## config.mk

```make
export PLATFORM = sky130hd
export DESIGN_NAME = sorted_delay_wake_queue
export DESIGN_NICKNAME = d
export VERILOG_FILES = /design/src/hw/rtl/sdwq_pkg.sv /design/src/hw/rtl/sorted_delay_wake_queue.sv /design/src/hw/rtl/sdwq_ctrl.sv /design/src/hw/rtl/sdwq_dpath.sv
export SDC_FILE = /design/constraint.sdc
export NUM_CORES = 1
export LEC_CHECK = 0
export BUFFER_PORTS_ARGS = -buffer_cell sky130_fd_sc_hd__buf_2
export CAP_MARGIN = 10
export CORE_ASPECT_RATIO = 1.4
export CORE_MARGIN = 8
export CORE_UTILIZATION = 40
export DETAILED_ROUTE_END_ITERATION = 12
export SYNTH_ARGS = -nofsm -noshare
export SYNTH_HDL_FRONTEND = slang
export SYNTH_SLANG_ARGS = --single-unit
```

## constraint.sdc

```tcl
create_clock -name clk_i -period 6.45 [get_ports clk_i]
set_input_delay 1.29 -clock clk_i [delete_from_list [all_inputs] [get_ports clk_i]]
set_output_delay 1.29 -clock clk_i [all_outputs]
set_load 0.1 [all_outputs]
```

## src/hw/rtl/sdwq_pkg.sv

```systemverilog
// shared constants, types and codes of the sorted delay wake queue
package sdwq_pkg;

  localparam int unsigned TASK_W        = 4;
  localparam int unsigned TIME_W        = 32;
  localparam int unsigned NUM_IDS       = 1 << TASK_W;
  localparam int unsigned MAX_TASKS_DEF = 16;
  localparam int unsigned S_TDATA_W     = 72;
  localparam int unsigned M_TDATA_W     = 8;

  localparam logic ACT_DELAY = 1'b0;
  localparam logic ACT_TICK  = 1'b1;

  typedef enum logic [3:0] {
    ST_IDLE   = 4'b0001,
    ST_INSERT = 4'b0010,
    ST_ROTATE = 4'b0100,
    ST_WAKE   = 4'b1000
  } state_e;

  typedef struct packed {
    logic load;
    logic rot;
    logic ins;
    logic pop;
  } cmd_t;

  typedef struct packed {
    logic drop;
    logic place;
    logic r_zero;
    logic due;
    logic out_free;
    logic pop_last;
  } status_t;

endpackage

```

## src/hw/rtl/sorted_delay_wake_queue.sv

```systemverilog
// top level of the sorted delay wake queue
//
// keeps sleeping tasks in a list sorted by wake time, earlier inserts first
// among equal wake times
// input channel s_*: s_tuser_i is the action (0 delay, 1 tick check);
//   a delay item stores task_id with wake time now_tick + sleep_ticks and
//   gives no output; a delay for a task already queued, or with the list
//   full, is dropped
// output channel m_*: one item per woken task, m_tlast_o on the final one
//   of a tick check; a tick check that wakes nothing gives no item
// one item is worked on at a time; s_tready_o is high only while idle
// a delay item rotates each entry ahead of its place from the head to the
//   tail, appends at the tail, then moves the entries behind it from the head
//   to the tail as well (the list is rotated through the head slot); a dropped
//   delay leaves the list as it is; a tick check pops the due tasks from the
//   head in turn, and the output register lets the next input item be taken
//   while the final woken task waits
// when the receiver stalls, popping waits and the output register holds
// reset empties the list at once; no clearing pass is needed
module sorted_delay_wake_queue #(
  parameter int unsigned MAX_TASKS = sdwq_pkg::MAX_TASKS_DEF
) (
  input  logic                           clk_i,
  input  logic                           rst_ni,
  input  logic                           s_tvalid_i,
  output logic                           s_tready_o,
  input  logic [sdwq_pkg::S_TDATA_W-1:0] s_tdata_i,  // task_id, sleep_ticks, now_tick, pad
  input  logic                           s_tuser_i,  // action
  output logic                           m_tvalid_o,
  input  logic                           m_tready_i,
  output logic [sdwq_pkg::M_TDATA_W-1:0] m_tdata_o,  // woken_task, pad
  output logic                           m_tlast_o   // last
);

  sdwq_pkg::cmd_t              cmd;
  sdwq_pkg::status_t           status;
  logic [sdwq_pkg::TASK_W-1:0] woken_task;

  sdwq_ctrl u_ctrl (
    .clk_i      (clk_i),
    .rst_ni     (rst_ni),
    .s_tvalid_i (s_tvalid_i),
    .action_i   (s_tuser_i),
    .status_i   (status),
    .s_tready_o (s_tready_o),
    .cmd_o      (cmd)
  );

  sdwq_dpath #(
    .MAX_TASKS (MAX_TASKS)
  ) u_dpath (
    .clk_i         (clk_i),
    .rst_ni        (rst_ni),
    .cmd_i         (cmd),
    .task_id_i     (s_tdata_i[3:0]),
    .sleep_ticks_i (s_tdata_i[35:4]),
    .now_tick_i    (s_tdata_i[67:36]),
    .m_tready_i    (m_tready_i),
    .status_o      (status),
    .m_tvalid_o    (m_tvalid_o),
    .woken_task_o  (woken_task),
    .m_tlast_o     (m_tlast_o)
  );

  assign m_tdata_o = {{(sdwq_pkg::M_TDATA_W - sdwq_pkg::TASK_W){1'b0}}, woken_task};

endmodule

```

## src/hw/rtl/sdwq_ctrl.sv

```systemverilog
// controller state machine of the sorted delay wake queue
module sdwq_ctrl (
  input  logic              clk_i,
  input  logic              rst_ni,
  input  logic              s_tvalid_i,
  input  logic              action_i,
  input  sdwq_pkg::status_t status_i,
  output logic              s_tready_o,
  output sdwq_pkg::cmd_t    cmd_o
);

  sdwq_pkg::state_e state_q, state_d;

  always_ff @(posedge clk_i or negedge rst_ni) begin
    if (!rst_ni) begin
      state_q <= sdwq_pkg::ST_IDLE;
    end else begin
      state_q <= state_d;
    end
  end

  always_comb begin
    state_d    = state_q;
    cmd_o      = '0;
    s_tready_o = 1'b0;
    case (state_q)
      sdwq_pkg::ST_IDLE: begin
        s_tready_o = 1'b1;
        if (s_tvalid_i) begin
          cmd_o.load = 1'b1;
          state_d = (action_i == sdwq_pkg::ACT_TICK) ? sdwq_pkg::ST_WAKE
                                                     : sdwq_pkg::ST_INSERT;
        end
      end
      sdwq_pkg::ST_INSERT: begin
        if (status_i.drop) begin
          state_d = sdwq_pkg::ST_IDLE;
        end else if (status_i.place) begin
          cmd_o.ins = 1'b1;
          state_d = status_i.r_zero ? sdwq_pkg::ST_IDLE : sdwq_pkg::ST_ROTATE;
        end else begin
          cmd_o.rot = 1'b1;
        end
      end
      sdwq_pkg::ST_ROTATE: begin
        if (status_i.r_zero) begin
          state_d = sdwq_pkg::ST_IDLE;
        end else begin
          cmd_o.rot = 1'b1;
        end
      end
      sdwq_pkg::ST_WAKE: begin
        if (!status_i.due) begin
          state_d = sdwq_pkg::ST_IDLE;
        end else if (status_i.out_free) begin
          cmd_o.pop = 1'b1;
          if (status_i.pop_last) begin
            state_d = sdwq_pkg::ST_IDLE;
          end
        end
      end
      default: begin
        state_d = sdwq_pkg::ST_IDLE;
      end
    endcase
  end

endmodule

```

## src/hw/rtl/sdwq_dpath.sv

```systemverilog
// sorted list storage, counters and output register of the wake queue
module sdwq_dpath #(
  parameter int unsigned MAX_TASKS = sdwq_pkg::MAX_TASKS_DEF
) (
  input  logic                        clk_i,
  input  logic                        rst_ni,
  input  sdwq_pkg::cmd_t              cmd_i,
  input  logic [sdwq_pkg::TASK_W-1:0] task_id_i,
  input  logic [sdwq_pkg::TIME_W-1:0] sleep_ticks_i,
  input  logic [sdwq_pkg::TIME_W-1:0] now_tick_i,
  input  logic                        m_tready_i,
  output sdwq_pkg::status_t           status_o,
  output logic                        m_tvalid_o,
  output logic [sdwq_pkg::TASK_W-1:0] woken_task_o,
  output logic                        m_tlast_o
);

  localparam int unsigned IdxW = $clog2(MAX_TASKS);
  localparam int unsigned CntW = $clog2(MAX_TASKS + 1);

  logic [sdwq_pkg::TASK_W-1:0]  slot_task_q [MAX_TASKS];
  logic [sdwq_pkg::TIME_W-1:0]  slot_wake_q [MAX_TASKS];
  logic [sdwq_pkg::TASK_W-1:0]  nxt_task    [MAX_TASKS];
  logic [sdwq_pkg::TIME_W-1:0]  nxt_wake    [MAX_TASKS];

  logic [CntW-1:0]              cnt_q, r_q, cnt_m1;
  logic [IdxW-1:0]              tail_idx, ins_idx;
  logic [sdwq_pkg::TASK_W-1:0]  task_q;
  logic [sdwq_pkg::TIME_W-1:0]  wake_q, now_q;
  logic [sdwq_pkg::NUM_IDS-1:0] present_q;
  logic                         out_valid_q, out_last_q;
  logic [sdwq_pkg::TASK_W-1:0]  out_task_q;

  assign cnt_m1   = cnt_q - CntW'(1);
  assign tail_idx = cnt_m1[IdxW-1:0];
  assign ins_idx  = cnt_q[IdxW-1:0];

  // status toward the controller
  assign status_o.drop     = (cnt_q == CntW'(MAX_TASKS)) || present_q[task_q];
  assign status_o.r_zero   = (r_q == '0);
  assign status_o.place    = (r_q == '0) || (slot_wake_q[0] > wake_q);
  assign status_o.due      = (cnt_q != '0) && (slot_wake_q[0] <= now_q);
  assign status_o.out_free = !out_valid_q || m_tready_i;
  assign status_o.pop_last = (cnt_q == CntW'(1)) || (slot_wake_q[1] > now_q);

  // latched item
  always_ff @(posedge clk_i) begin
    if (cmd_i.load) begin
      task_q <= task_id_i;
      wake_q <= now_tick_i + sleep_ticks_i;
      now_q  <= now_tick_i;
    end
  end

  always_ff @(posedge clk_i or negedge rst_ni) begin
    if (!rst_ni) begin
      cnt_q     <= '0;
      r_q       <= '0;
      present_q <= '0;
    end else begin
      if (cmd_i.load) begin
        r_q <= cnt_q;
      end else if (cmd_i.rot) begin
        r_q <= r_q - CntW'(1);
      end
      if (cmd_i.ins) begin
        cnt_q             <= cnt_q + CntW'(1);
        present_q[task_q] <= 1'b1;
      end else if (cmd_i.pop) begin
        cnt_q                     <= cnt_m1;
        present_q[slot_task_q[0]] <= 1'b0;
      end
    end
  end

  // list slots: shift toward the head, wrap the head to the tail, append
  for (genvar i = 0; i < MAX_TASKS; i++) begin : g_slot
    if (i < MAX_TASKS - 1) begin : g_shift
      assign nxt_task[i] = slot_task_q[i+1];
      assign nxt_wake[i] = slot_wake_q[i+1];
    end else begin : g_end
      assign nxt_task[i] = slot_task_q[i];
      assign nxt_wake[i] = slot_wake_q[i];
    end

    always_ff @(posedge clk_i) begin
      if (cmd_i.ins && (ins_idx == IdxW'(i))) begin
        slot_task_q[i] <= task_q;
        slot_wake_q[i] <= wake_q;
      end else if (cmd_i.rot && (tail_idx == IdxW'(i))) begin
        slot_task_q[i] <= slot_task_q[0];
        slot_wake_q[i] <= slot_wake_q[0];
      end else if (cmd_i.rot || cmd_i.pop) begin
        slot_task_q[i] <= nxt_task[i];
        slot_wake_q[i] <= nxt_wake[i];
      end
    end
  end

  // output register
  always_ff @(posedge clk_i or negedge rst_ni) begin
    if (!rst_ni) begin
      out_valid_q <= 1'b0;
    end else if (cmd_i.pop) begin
      out_valid_q <= 1'b1;
    end else if (m_tready_i) begin
      out_valid_q <= 1'b0;
    end
  end

  always_ff @(posedge clk_i) begin
    if (cmd_i.pop) begin
      out_task_q <= slot_task_q[0];
      out_last_q <= status_o.pop_last;
    end
  end

  assign m_tvalid_o   = out_valid_q;
  assign woken_task_o = out_task_q;
  assign m_tlast_o    = out_last_q;

endmodule

```

* Word level (Yosys, flattened, before mapping) *
Memories as Yosys holds them, arrays and structs flattened.
Cells that the tools add are included.
W data, S select, Z words.

storage, ports and cells
  bits in registers = 104
  bits in writable memories = 576
  bits of input ports = 77
  output and inout port bits = 11
  memories kept = 2

operators by class
  $add $sub $neg = 4
  $lt $le $gt $ge = 7
  equal/unequal tests = 41
  muxes and demuxes = 229
  bitwise gates (word level) = 67
  reductions and logical operators = 49

memory list
  name                 depth  width  rd ports  clocked after memory_dff  write ports  line              source
  u_dpath.slot_wake_q  16     32     16        0                         16           sdwq_dpath.sv:22  logic [sdwq_pkg::TIME_W-1:0] slot_wake_q [MAX_TASKS];
  u_dpath.slot_task_q  16     4      16        0                         16           sdwq_dpath.sv:21  logic [sdwq_pkg::TASK_W-1:0] slot_task_q [MAX_TASKS];

operators by type and width
  operator               number
  $mux W32               32
  $mux W4                40
  $mux W1                144
  $eq A4 B4 Y1 const B   17
  $gt A32 B32 Y1         2
  $or A1 B1 Y1           64
  $eq A4 B3 Y1 const B   9
  $logic_and A1 B1 Y1    35
  $add A32 B32 Y32       1
  $le A32 B32 Y1         1
  $mux W16               2
  $eq A4 B2 Y1 const B   5
  $mux W5                4
  $and A16 B16 Y16       1
  $not A16 Y16           1
  $or A16 B16 Y16        1
  $pmux W4 S4            1
  $eq A4 B1 Y1 const B   3
  $lt A4 B5 Y1 const B   2
  $sub A5 B1 Y5 const B  2
  $ne A3 B3 Y1 const B   3
  $demux W1 S4           2
  $ge A4 B1 Y1 const B   2
  $logic_not A4 Y1       2
  other kinds (15)       21

* Logic depth before layout (Yosys ltp) *
An unclocked memory read counts as a cell.

  depth after elaboration = 12
  gate-level depth with buffers = 15

* Cells and area by module *
A second synthesis with hierarchy kept.

second synthesis, totals
  cell total of the unflattened synthesis = 3362
  area total of the unflattened synthesis = 37340.8 um2

by module, submodules not included
  module                   instances  cells an instance  area each (um2)  seq. area each (um2)
  sdwq_dpath               1          3328               37058.0          20164.3
  sdwq_ctrl                1          29                 249.0            101.3
  sorted_delay_wake_queue  1          5                  33.8             0.0

* Worst setup path after synthesis *
OpenSTA, ideal clock, no wires.

  path type = reg2reg
  start = register u_ctrl.state_q[0]
  end = register u_dpath.r_q[2]
  arrival = 6342 ps
  data required time = 6244 ps
  slack = -98 ps
  stages on the path, launching flop included = 5
  buffers on the path = 0
  clock period less this slack = 6548 ps
  path through = dfstp_2 -> nor4b_1 -> nand2_1 -> inv_1 -> o21ai_0

RTL lines
  element                 line              source
  from (decl)             sdwq_ctrl.sv:12   sdwq_pkg::state_e state_q, state_d;
  from (signal assigned)  sdwq_ctrl.sv:16   state_q <= sdwq_pkg::ST_IDLE;
  from (signal assigned)  sdwq_ctrl.sv:18   state_q <= state_d;
  to (signal assigned)    sdwq_dpath.sv:62  r_q <= cnt_q;
  to (signal assigned)    sdwq_dpath.sv:64  r_q <= r_q - CntW'(1);
  to (decl)               sdwq_dpath.sv:26  logic [CntW-1:0] cnt_q, r_q, cnt_m1;

==> impl_results.md <==
* Max rail drop VDD at 161.9 µV
* Slowest cell delay on critical path at 1.01 ns
* Max Used Layer: met4
* Initial antenna violation count at 2
* CP Launch Type: flop
* Hold Buf Count CTS at 0
* Die Height at 382.8 µm
* Pin count of the biggest net entering global routing at 40
* Clock latency on the worst-skew pair at 0.66 ns
* Via count at 23530
* # port buffers at 79
* Die area at 0.1064 mm²
* Net Sw Power at 2394 µW
* TritonCTS clock tree: built
* Row count at 134
* Setup crit end kind: flop
* Global route overflow at 0
* Syn_area_per_cell at 14.10 µm²
* Slew headroom at 20.86%
* Clock transition at the registers of the reported paths at 0.06 ns
* Sw frac at 22.98%
* Main flop type after synthesis: edfxtp_1
* Area grow syn2layout at 12.16%
* LEAKAGE at 0.01565 µW
* RSZ-0062 raised after global routing: false
* Worst-margin pin slew at 1.183 ns
* Critical Path AT at 5.81 ns
* Worst hold path class: reg -> reg
* Clock share of power at 39.9%
* Die width at 278.0 µm
* Routed length on met2 at 56630 µm
* Final HPWL DP at 70410 µm
* WL final at 109900 µm
* Bufs on Longest Clock Path at 3
* TritonCTS Buffers at 71
* DR iter-0 viols at 1713
* First-pass GRT wire length at 163100 µm
* Status: finished clean
* CP Data Required Time at 6.77 ns
* Share of cells above drive strength 1 at 46.91%
* CORE AREA at 0.09523 mm²
* Routed Antenna Nets at 0
* Setup tns final at 0 ns
* Pwr/cell area at 241.7 mW/mm²
* Top Ports at 88
* Cell variety after synth at 65
* Seq cells post-synth at 680
* Number of enable flip-flop cells after synthesis at 649
* Starting Density at 40.37%
* Flop pwr share at 48.7%
* Post-Syn Area at 0.03845 mm²
* Vias in the first global route at 24710
* Pre-Repair DR Iteration Count at 5
* Metal1 wirelength at 43560 µm
* Sink Count at 680
* Synth warn at 0
* Comb power frac at 11.4%
* Crit path max fanout at 25
* CP bufs+invs at 2
* Period minus WS final at 5.487 ns
* Final period utilization at 85.07%
* Seq/Total Area, Yosys at 52.71%
* Achievable frequency at 0.1822 GHz
* Final slew viol count at 0
* Async S/R FF share, synth at 4.559%
* Wirelength per Cell at 27.10 µm
* Critical path, cell by cell: inv_1 -> ha_1 -> nand2_1 -> o21ai_0 -> a2111oi_0 -> a31oi_1 -> o21ai_0 -> a21oi_1 -> nand2_1 -> o21ai_4 -> buf_4
* GPL Wtd Cong at 0.9013
* CTS Root Cell: clkbuf_16
* Slowest stage cell, crit path: o21ai_4
* Nets at 2994
* Post-CTS setup buffers at 0
* GRT Total Usage at 20.34%
* CP delay by family, top: compound AO/OA/AOI/OAI gates
* Max_cap viols at 0
* Post-Synthesis Cells at 2727
* Fin. Hold Viols at 0
* Post-CTS sizing at 0
* Setup violations, final at 0
* Type of the worst setup path: reg -> reg
* Cell-internal power at 8027 µW
* H-tree Lvls at 3
* ANT cells at 0
* Fill cell count at 8364
* Tot Pwr at 10420 µW
* Routed vias/inst at 5.801
* Drt drc at 0
* Met3 WL post-DR at 4886 µm
* Clock skew at 0.04704 ns
## Yosys cell counts, drive strengths merged, types with 2 or more instances
cell | count | area [µm²]
mux2 | 996 | 11220
edfxtp | 649 | 19490
ha | 135 | 1689
clkbuf | 116 | 435.4
a21oi | 102 | 510.5
o21ai | 91 | 534.3
inv | 87 | 326.6
buf | 84 | 459.2
nand2 | 56 | 210.2
mux2i | 54 | 540.5
nor3 | 47 | 246.5
nor2 | 37 | 138.9
dfrtp | 30 | 750.7
xnor2 | 26 | 227.7
nand4 | 19 | 118.9
a21o | 18 | 135.1
nand2b | 18 | 120.1
nand3 | 18 | 90.09
o211ai | 18 | 170.2
nor2b | 15 | 93.84
xor2 | 12 | 105.1
a31oi | 11 | 68.82
a211oi | 7 | 52.55
o21a | 6 | 45.04
o31ai | 6 | 45.04
o41ai | 6 | 52.55
and2 | 5 | 31.28
mux4 | 5 | 112.6
a22oi | 4 | 30.03
nor4 | 4 | 25.02
o22ai | 4 | 25.02
or2 | 4 | 25.03
a2111oi | 3 | 26.28
a221oi | 3 | 26.28
and3 | 3 | 18.77
and4 | 3 | 26.28
nand3b | 3 | 22.52
or3 | 3 | 18.77
o21bai | 2 | 15.01
o31a | 2 | 17.52
or4b | 2 | 20.02
## worst reg2reg max path, stage by stage (launching register included)
cell       delay [ns]
edfxtp_1         0.79
inv_1            0.10
ha_1             0.33
nand2_1          0.05
o21ai_0          0.63
a2111oi_0        0.19
a31oi_1          0.48
o21ai_0          0.32
a21oi_1          0.46
nand2_1          0.36
o21ai_4          1.01
buf_4            0.42
## cell type report
cell class                 count  area [µm²]  area share (%)
multi-input combinational   1762       17390           40.33
clock buffer                  85        1903           4.413
sequential                   680       20270           47.00
inverter                      88       332.8          0.7718
tap                         1224        1531           3.552
clock inverter                38       370.4          0.8589
timing repair buffer         178        1326           3.076
## flip-flops by register name, summed over array words and instances, names as in the netlist
signal and count:
u_dpath.slot_wake_q 512, u_dpath.slot_task_q 64, u_dpath.now_q 32, u_dpath.wake_q 32
u_dpath.present_q 16, u_dpath.cnt_q 5, u_dpath.r_q 5, u_ctrl.state_q 4
u_dpath.task_q 4, u_dpath.woken_task_o 4, u_dpath.m_tlast_o 1, u_dpath.m_tvalid_o 1
## worst paths after layout
kind                                            from                         end  slack, ns  cells past startpoint
worst min-delay path            u_dpath.present_q[3]        u_dpath.present_q[3]       0.51                      2
worst min register to register  u_dpath.present_q[3]        u_dpath.present_q[3]       0.51                      2
worst max-delay path              u_dpath.wake_q[30]  u_dpath.slot_wake_q[6][24]       0.96                     11
min in group asynchronous                     rst_ni            u_dpath.cnt_q[4]       0.68                      1
worst max register to register    u_dpath.wake_q[30]  u_dpath.slot_wake_q[6][24]       0.96                     11
max in group asynchronous                     rst_ni        u_dpath.present_q[3]       5.30                      1
## routing by layer
| layer | vias up | GRT usage (%) |
|---|---|---|
| li1 | 10520 | - |
| met1 | 12120 | 24.09 |
| met2 | 670 | 36.38 |
| met3 | 213 | 2.960 |
| met4 | 0 | 9.038 |
| met5 | - | 0 |
## cells in the final DEF, fill, tap and decap left out, types with 5 or more instances in the layout
cell and n:
nand2b_1 16, clkbuf_1 10, buf_2 79, a21o_1 18, ha_1 135, mux2_2 985
edfxtp_1 649, clkinv_1 15, nor2_1 36, nand3_1 18, mux2i_1 54, o211ai_1 11
inv_1 84, a31oi_1 11, nor3_1 46, buf_4 84, xor2_1 12, o21ai_0 53
mux4_2 5, o21a_1 6, a21oi_1 102, nor2b_1 15, nand2_1 56, o21ai_4 38
mux2_1 11, o31ai_1 6, buf_12 15, clkinv_2 15, o41ai_1 6, dfrtp_1 30
bufinv_16 7, o211ai_4 7, clkbuf_16 74, a211oi_1 7, xnor2_1 26, nand4_1 19
## logic make-up (layout without fill, tap and decap cells)
group,Yosys count,in the layout,synth area share [%]
xor gates and xnor gates,38,38,0.8657
AOI/OAI and AO/OA,287,287,4.660
muxes,1055,1055,30.87
other,1,4,0.009754
adders and majority gates,136,136,4.446
and+or+nand+nor,242,242,3.248
buffers and inverters,288,389,3.186
DFF,680,680,52.71
## stage by stage
stage	std cells	instance area (µm²)	worst slack (ns)	utilization [%]	hold slack, ns
global route	4055	43120	0.7874	45.28	0.5354
finish	4055	43120	0.9630	45.28	0.5101
global placement	3932	40850	1.141	42.89	0.4797
floorplan	2730	38460	0.5886	-	0.4244
CTS	4055	43120	1.030	45.28	0.5110
detailed placement	3932	40850	1.069	42.89	0.5019
## power groups by stage
| stage | combinational, µW | clock (µW) | sequential [µW] |
|---|---|---|---|
| finish | 1190 | 4160 | 5070 |
| global route | 1300 | 4400 | 5080 |
| CTS | 1190 | 4260 | 5070 |
| detailed placement | 1180 | 0 | 5170 |
| global placement | 1140 | 0 | 5160 |
| floorplan | 933 | 0 | 5110 |
Power figures use the tool's default switching activity.
